File: config.mk
export PLATFORM = sky130hd
export DESIGN_NAME = medh_ctrl
export DESIGN_NICKNAME = d
export VERILOG_FILES = /design/src/rtl/medh_pkg.sv /design/src/rtl/medh_ctrl.sv
export SDC_FILE = /design/constraint.sdc
export NUM_CORES = 1
export LEC_CHECK = 0
export ABC_AREA = 1
export BUFFER_PORTS_ARGS = -buffer_cell sky130_fd_sc_hd__buf_2
export CAP_MARGIN = 20
export CORE_AREA = 2 2 39 41
export DETAILED_ROUTE_END_ITERATION = 8
export DIE_AREA = 0 0 41 43
export GPL_TIMING_DRIVEN = 0
export SLEW_MARGIN = 20
export SYNTH_ARGS = -nofsm -noshare
export SYNTH_HDL_FRONTEND = slang
export SYNTH_SLANG_ARGS = --single-unit
File: constraint.sdc
create_clock -name clk_i -period 1 [get_ports clk_i]
set_clock_uncertainty 0.05 [all_clocks]
set_input_delay 0.2 -clock clk_i [delete_from_list [all_inputs] [get_ports clk_i]]
set_output_delay 0.2 -clock clk_i [all_outputs]
set_load 0.01 [all_outputs]
File: src/rtl/medh_pkg.sv
// ----------------------------------------------------------------------------
// medh_pkg
// Shared constants, types and helpers for the two-sorted-sequence median core.
// ----------------------------------------------------------------------------
package medh_pkg;

  localparam int MAX_LEN = 1024;
  localparam int ADDR_W  = $clog2(MAX_LEN);
  localparam int CNT_W   = 11;
  localparam int DATA_W  = 32;

  typedef logic [ADDR_W-1:0] addr_t;
  typedef logic [CNT_W-1:0]  cnt_t;

  typedef struct packed {
    logic cfg_wr;
    logic load;
    logic read;
    logic step;
    logic emit;
  } medh_cmd_t;

  typedef struct packed {
    logic full;
    logic found;
    logic out_free;
  } medh_sts_t;

  // zero acts as one, anything above the store depth saturates
  function automatic cnt_t eff_len(input cnt_t v);
    cnt_t r;
    if (v == '0) begin
      r = cnt_t'(1);
    end else if (v > cnt_t'(MAX_LEN)) begin
      r = cnt_t'(MAX_LEN);
    end else begin
      r = v;
    end
    return r;
  endfunction

endpackage

File: src/rtl/medh_ctrl.sv
// ----------------------------------------------------------------------------
// medh_ctrl
// Sequencer: load phase, then alternating memory read and compare steps.
// ----------------------------------------------------------------------------
module medh_ctrl
  import medh_pkg::*;
(
  input  logic      clk_i,
  input  logic      rst_ni,
  input  logic      in_valid_i,
  input  logic      cfg_valid_i,
  input  medh_sts_t sts_i,
  output medh_cmd_t cmd_o,
  output logic      in_stall_o,
  output logic      cfg_ready_o
);

  typedef enum logic [1:0] {
    S_LOAD,
    S_READ,
    S_CMP
  } state_e;

  state_e state_q, state_d;

  always_comb begin
    cmd_o       = '0;
    state_d     = state_q;
    in_stall_o  = 1'b1;
    cfg_ready_o = 1'b0;
    unique case (state_q)
      S_LOAD: begin
        in_stall_o   = 1'b0;
        cfg_ready_o  = 1'b1;
        cmd_o.cfg_wr = cfg_valid_i;
        cmd_o.load   = in_valid_i;
        if (in_valid_i && sts_i.full) begin
          state_d = S_READ;
        end
      end
      S_READ: begin
        cmd_o.read = 1'b1;
        state_d    = S_CMP;
      end
      S_CMP: begin
        if (!sts_i.found) begin
          cmd_o.step = 1'b1;
          state_d    = S_READ;
        end else if (sts_i.out_free) begin
          cmd_o.emit = 1'b1;
          state_d    = S_LOAD;
        end
      end
      default: state_d = S_LOAD;
    endcase
  end

  always_ff @(posedge clk_i or negedge rst_ni) begin
    if (!rst_ni) begin
      state_q <= S_LOAD;
    end else begin
      state_q <= state_d;
    end
  end

endmodule

Word-level counts from Yosys, hierarchy flattened
Index checks and enable logic that the tools add are counted.
{ "classes": {"shift": 0, "bitwise": 0, "mux": 12, "n_reduce_logical": 3, "eq_ne": 4, "add_sub_neg": 0, "n_mul": 0, "div_mod_pow": 0, "order_cmp": 0} }
{ "ops": {"columns": ["op", "count"], "rows": [
  ["2-bit 2-to-1 mux", 5],
  ["1-bit 2-to-1 mux", 6],
  ["2-bit one-hot mux with 3 select lines", 1],
  ["3-bit != test (second input constant)", 1],
  ["2-bit by 1-bit equality test with 1-bit output (second input constant)", 1],
  ["2-bit equality test (second input constant)", 1],
  ["2-bit zero test", 1],
  ["2-bit != test (second input constant)", 1],
  ["2-bit AND reduction", 1],
  ["1-bit logical AND", 1]
]} }
{ "word_totals": {"inputBits": 7, "latchBits": 0, "out_inout_bits": 7, "rom_bits": 0, "register_bits": 2, "ramBits": 0, "memories": 0} }

Logic depth before layout (Yosys ltp)
{ "logic_depth": {"word_depth": 3, "mapped_depth": 4} }

Worst setup path after synthesis
Ideal clock, no wire load.
{ "synth_path": {"path_kind": "flip-flop to output port", "startpoint": "reg state_q[1]", "endpoint": "out cmd_o[3] in the netlist's numbering", "arrival_ns": 0.868, "path_buffers": 0, "stages_incl_launch_ff": 4, "slack_ns": -0.118, "cell_sequence": "dfrtp_1 > nor2_2 > inv_2 > nor2_1"} }
{ "synth_lines": {"columns": ["element", "line_no", "source"], "rows": [
  ["start, declared", "medh_ctrl.sv:24", "state_e state_q, state_d;"],
  ["start signal, assigned", "medh_ctrl.sv:62", "state_q <= state_d;"],
  ["end, declared", "medh_ctrl.sv:13", "output medh_cmd_t cmd_o,"]
]} }

==> results.sh <==
export IMPL_core_mm2=0.00138
export IMPL_synthDominantCellAreaShare=0.333
export IMPL_hold_depth=4
export IMPL_async_flop_share=1.00
export IMPL_ys_seq_area_frac=0.333
export IMPL_fin_crit_ns=1.27
export IMPL_violations="negative setup slack"
export IMPL_synth_cell_type_count=8
export IMPL_hold_violations=0
export IMPL_cap_violations=0
export IMPL_via_per_inst=3.30
export IMPL_power_internal_uw=457
export IMPL_area_growth_pct=94.2
export IMPL_drt_iter0_drc=0
export IMPL_p_leak_uw=0.000200
export IMPL_cts_buffers=3
export IMPL_core_rowCount=14
export IMPL_avgSynthCellArea_um2=5.77
export IMPL_hold_path_startpoint="sts_i[0]"
export IMPL_worstMarginPinSlew_ns=0.193
export IMPL_cp_arrival_ns=1.02
export IMPL_max_slew_margin=0.871
export IMPL_num_nets_final=53
export IMPL_num_vias=198
export IMPL_cts_buffer_depth=2
export IMPL_swShare=0.394
export IMPL_largest_register="state_q"
export IMPL_status="finished with violations"
export IMPL_reg2reg_to="state_q[0]"
export IMPL_timing_rr_start="state_q[1]"
export IMPL_synth_fp_nets=33
export IMPL_pwr_share_comb=0.557
export IMPL_reg2regPathDepth=4
export IMPL_synthCells=26
export IMPL_antennaDiodeCount=0
export IMPL_dpl_cell_area_um2=245
export IMPL_htreeDepth=1
export IMPL_path_clk_slew_ns=0.03
export IMPL_yosysTopAreaCell="dfrtp_1"
export IMPL_gp_congestion=0.583
export IMPL_gr_usage_all_layers=0.0502
export IMPL_drc=0
export IMPL_crit_fanout=4
export IMPL_setup_viol=7
export IMPL_insertion_delay_ns=0.22
export IMPL_grt_pass1_vias=167
export IMPL_drive_above_1_share=0.545
export IMPL_power_density_mw_per_mm2=2590
export IMPL_stdcell_area_um2=292
export IMPL_yosysMostFrequentCell="inv_1"
export IMPL_hold_class="input port to register"
export IMPL_ff2ff_setup_slack_ns=0.13
export IMPL_slew_viol_final=0
export IMPL_yosys_top_cells_count="8 x inv_1, 7 x nand2_1, 4 x nor2_1"
export IMPL_clock_sinks=2
export IMPL_finalWorstSetupSlack_ns=-0.268
export IMPL_routed_wl_um=386
export IMPL_holdWs_ns=0.183
export IMPL_critPathRequiredTime_ns=0.75
export IMPL_ioPinCount=14
export IMPL_fin_crit_sh=1.27
export IMPL_rsz0062_at_grt="true"
export IMPL_antenna_found_initial=0
export IMPL_cp_start_kind="register"
export IMPL_dr_pass1_iters=1
export IMPL_ctsRootBufferMaster="clkbuf_4"
export IMPL_grt_pass1_wl_um=531
export IMPL_worstSetupPathType="register to output port"
export IMPL_seq_power_share=0.209
export IMPL_end_kind="output port"
export IMPL_dp_cells=55
export IMPL_initial_core_util=0.108
export IMPL_cts_tree="yes"
export IMPL_synth_edf_count=0
export IMPL_p_switching_uw=297
export IMPL_ys_warnings_count=0
export IMPL_syn_area_um2=150
export IMPL_die_x_um=41
export IMPL_ir_drop_mv=0.433
export IMPL_stdcell_count=60
export IMPL_fillers=170
export IMPL_dp_hpwl_um=323
export IMPL_ant_nets=0
export IMPL_synth_area_top_cells="dfrtp_1 33%, inv_1 20%, nand2_1 18%"
export IMPL_reg_largest_list="state_q x2"
export IMPL_grt_start_max_net_pins=5
export IMPL_portBuffers=13
export IMPL_largest_reg_flops=2
export IMPL_clock_fmax_mhz=788
export IMPL_synth_main_ff_cell="dfrtp_1"
export IMPL_dieArea_mm2=0.00176
export IMPL_ys_seq_elements=2
export IMPL_pre_cts_slack_ns=-0.0643
export IMPL_die_y_um=43
export IMPL_wire_per_inst_um=6.43
export IMPL_grt_ovfl_total=0
export IMPL_pwr_share_clk=0.235
export IMPL_min_to="state_q[1]"
## critical path, cell delays in order, from the launching register on
cell	delay [ns]
dfrtp_1	0.42
nor2_2	0.15
buf_4	0.11
buf_2	0.11
## placed cells by master, fill, tap and decap left out
| cell | n |
|---|---|
| nor2_2 | 3 |
| buf_2 | 12 |
| inv_1 | 7 |
| nor2_4 | 1 |
| nand3_1 | 1 |
| clkbuf_4 | 3 |
| nor2_1 | 2 |
| buf_6 | 1 |
| dfrtp_1 | 2 |
| inv_2 | 2 |
| dlygate4sd3_1 | 1 |
| buf_4 | 2 |
| nand2_1 | 7 |
## area by class of cell
type                    count  area (µm²)  share of cell area
repair buffers             15        88.8               0.305
multi-input cells          14        68.8               0.236
flip-flops and latches      2        50.0               0.172
inverters                   9        33.8               0.116
clock buffers               3        22.5              0.0773
well taps                  16        20.0              0.0687
plain buffers               1        7.51              0.0258
## kinds of logic (layout without fill, tap and decap cells)
logic type,Yosys count,after routing,synth area share
and+or+nand+nor,14,14,0.392
buffers and inverters,10,28,0.275
DFF,2,2,0.333
## per-stage QoR
stage                util  setup TNS [ns]  total power, µW
detailed placement  0.177          -0.240              513
global route        0.211           -2.09              817
floorplan               -         -0.0223              383
finish              0.211           -1.68              754
CTS                 0.211           -1.82              776
global placement    0.177          -0.187              507
## timing repair
| action | in CTS | in global routing |
|---|---|---|
| setup buffers | 1 | 0 |
| endpoints found under the setup margin | 7 | 7 |
| hold buffers | 1 | 0 |
| cloned | 0 | 0 |
| endpoints found under the hold margin | 2 | 0 |
| resized for setup | 2 | 0 |
| pin swaps | 0 | 0 |
## per-layer routing
layer	global-route usage	wire (µm)
met1	0.0418	140
met2	0.0688	195
met3	0.0314	50
met4	0.0600	0
met5	0	0
## power groups by stage
stage	logic, µW	clock network, µW	registers (µW)
2_1_floorplan	232	0	151
3_3_place_gp	352	0	155
3_5_place_dp	357	0	156
4_1_cts	430	188	158
5_1_grt	468	187	161
6_report	420	177	157
## how the worst max path moves through the flow
stage	endpoint	start	cells after the start	slack (ns)
finish	cmd_o[2]	state_q[1]	3	-0.27
global route	cmd_o[4]	state_q[0]	4	-0.33
CTS	cmd_o[2]	state_q[0]	4	-0.29
detailed placement	cmd_o[2]	state_q[0]	4	-0.06
global placement	cmd_o[2]	state_q[0]	4	-0.06
floorplan	cmd_o[3]	state_q[0]	3	-0.01
Power figures use the tool's default switching activity.
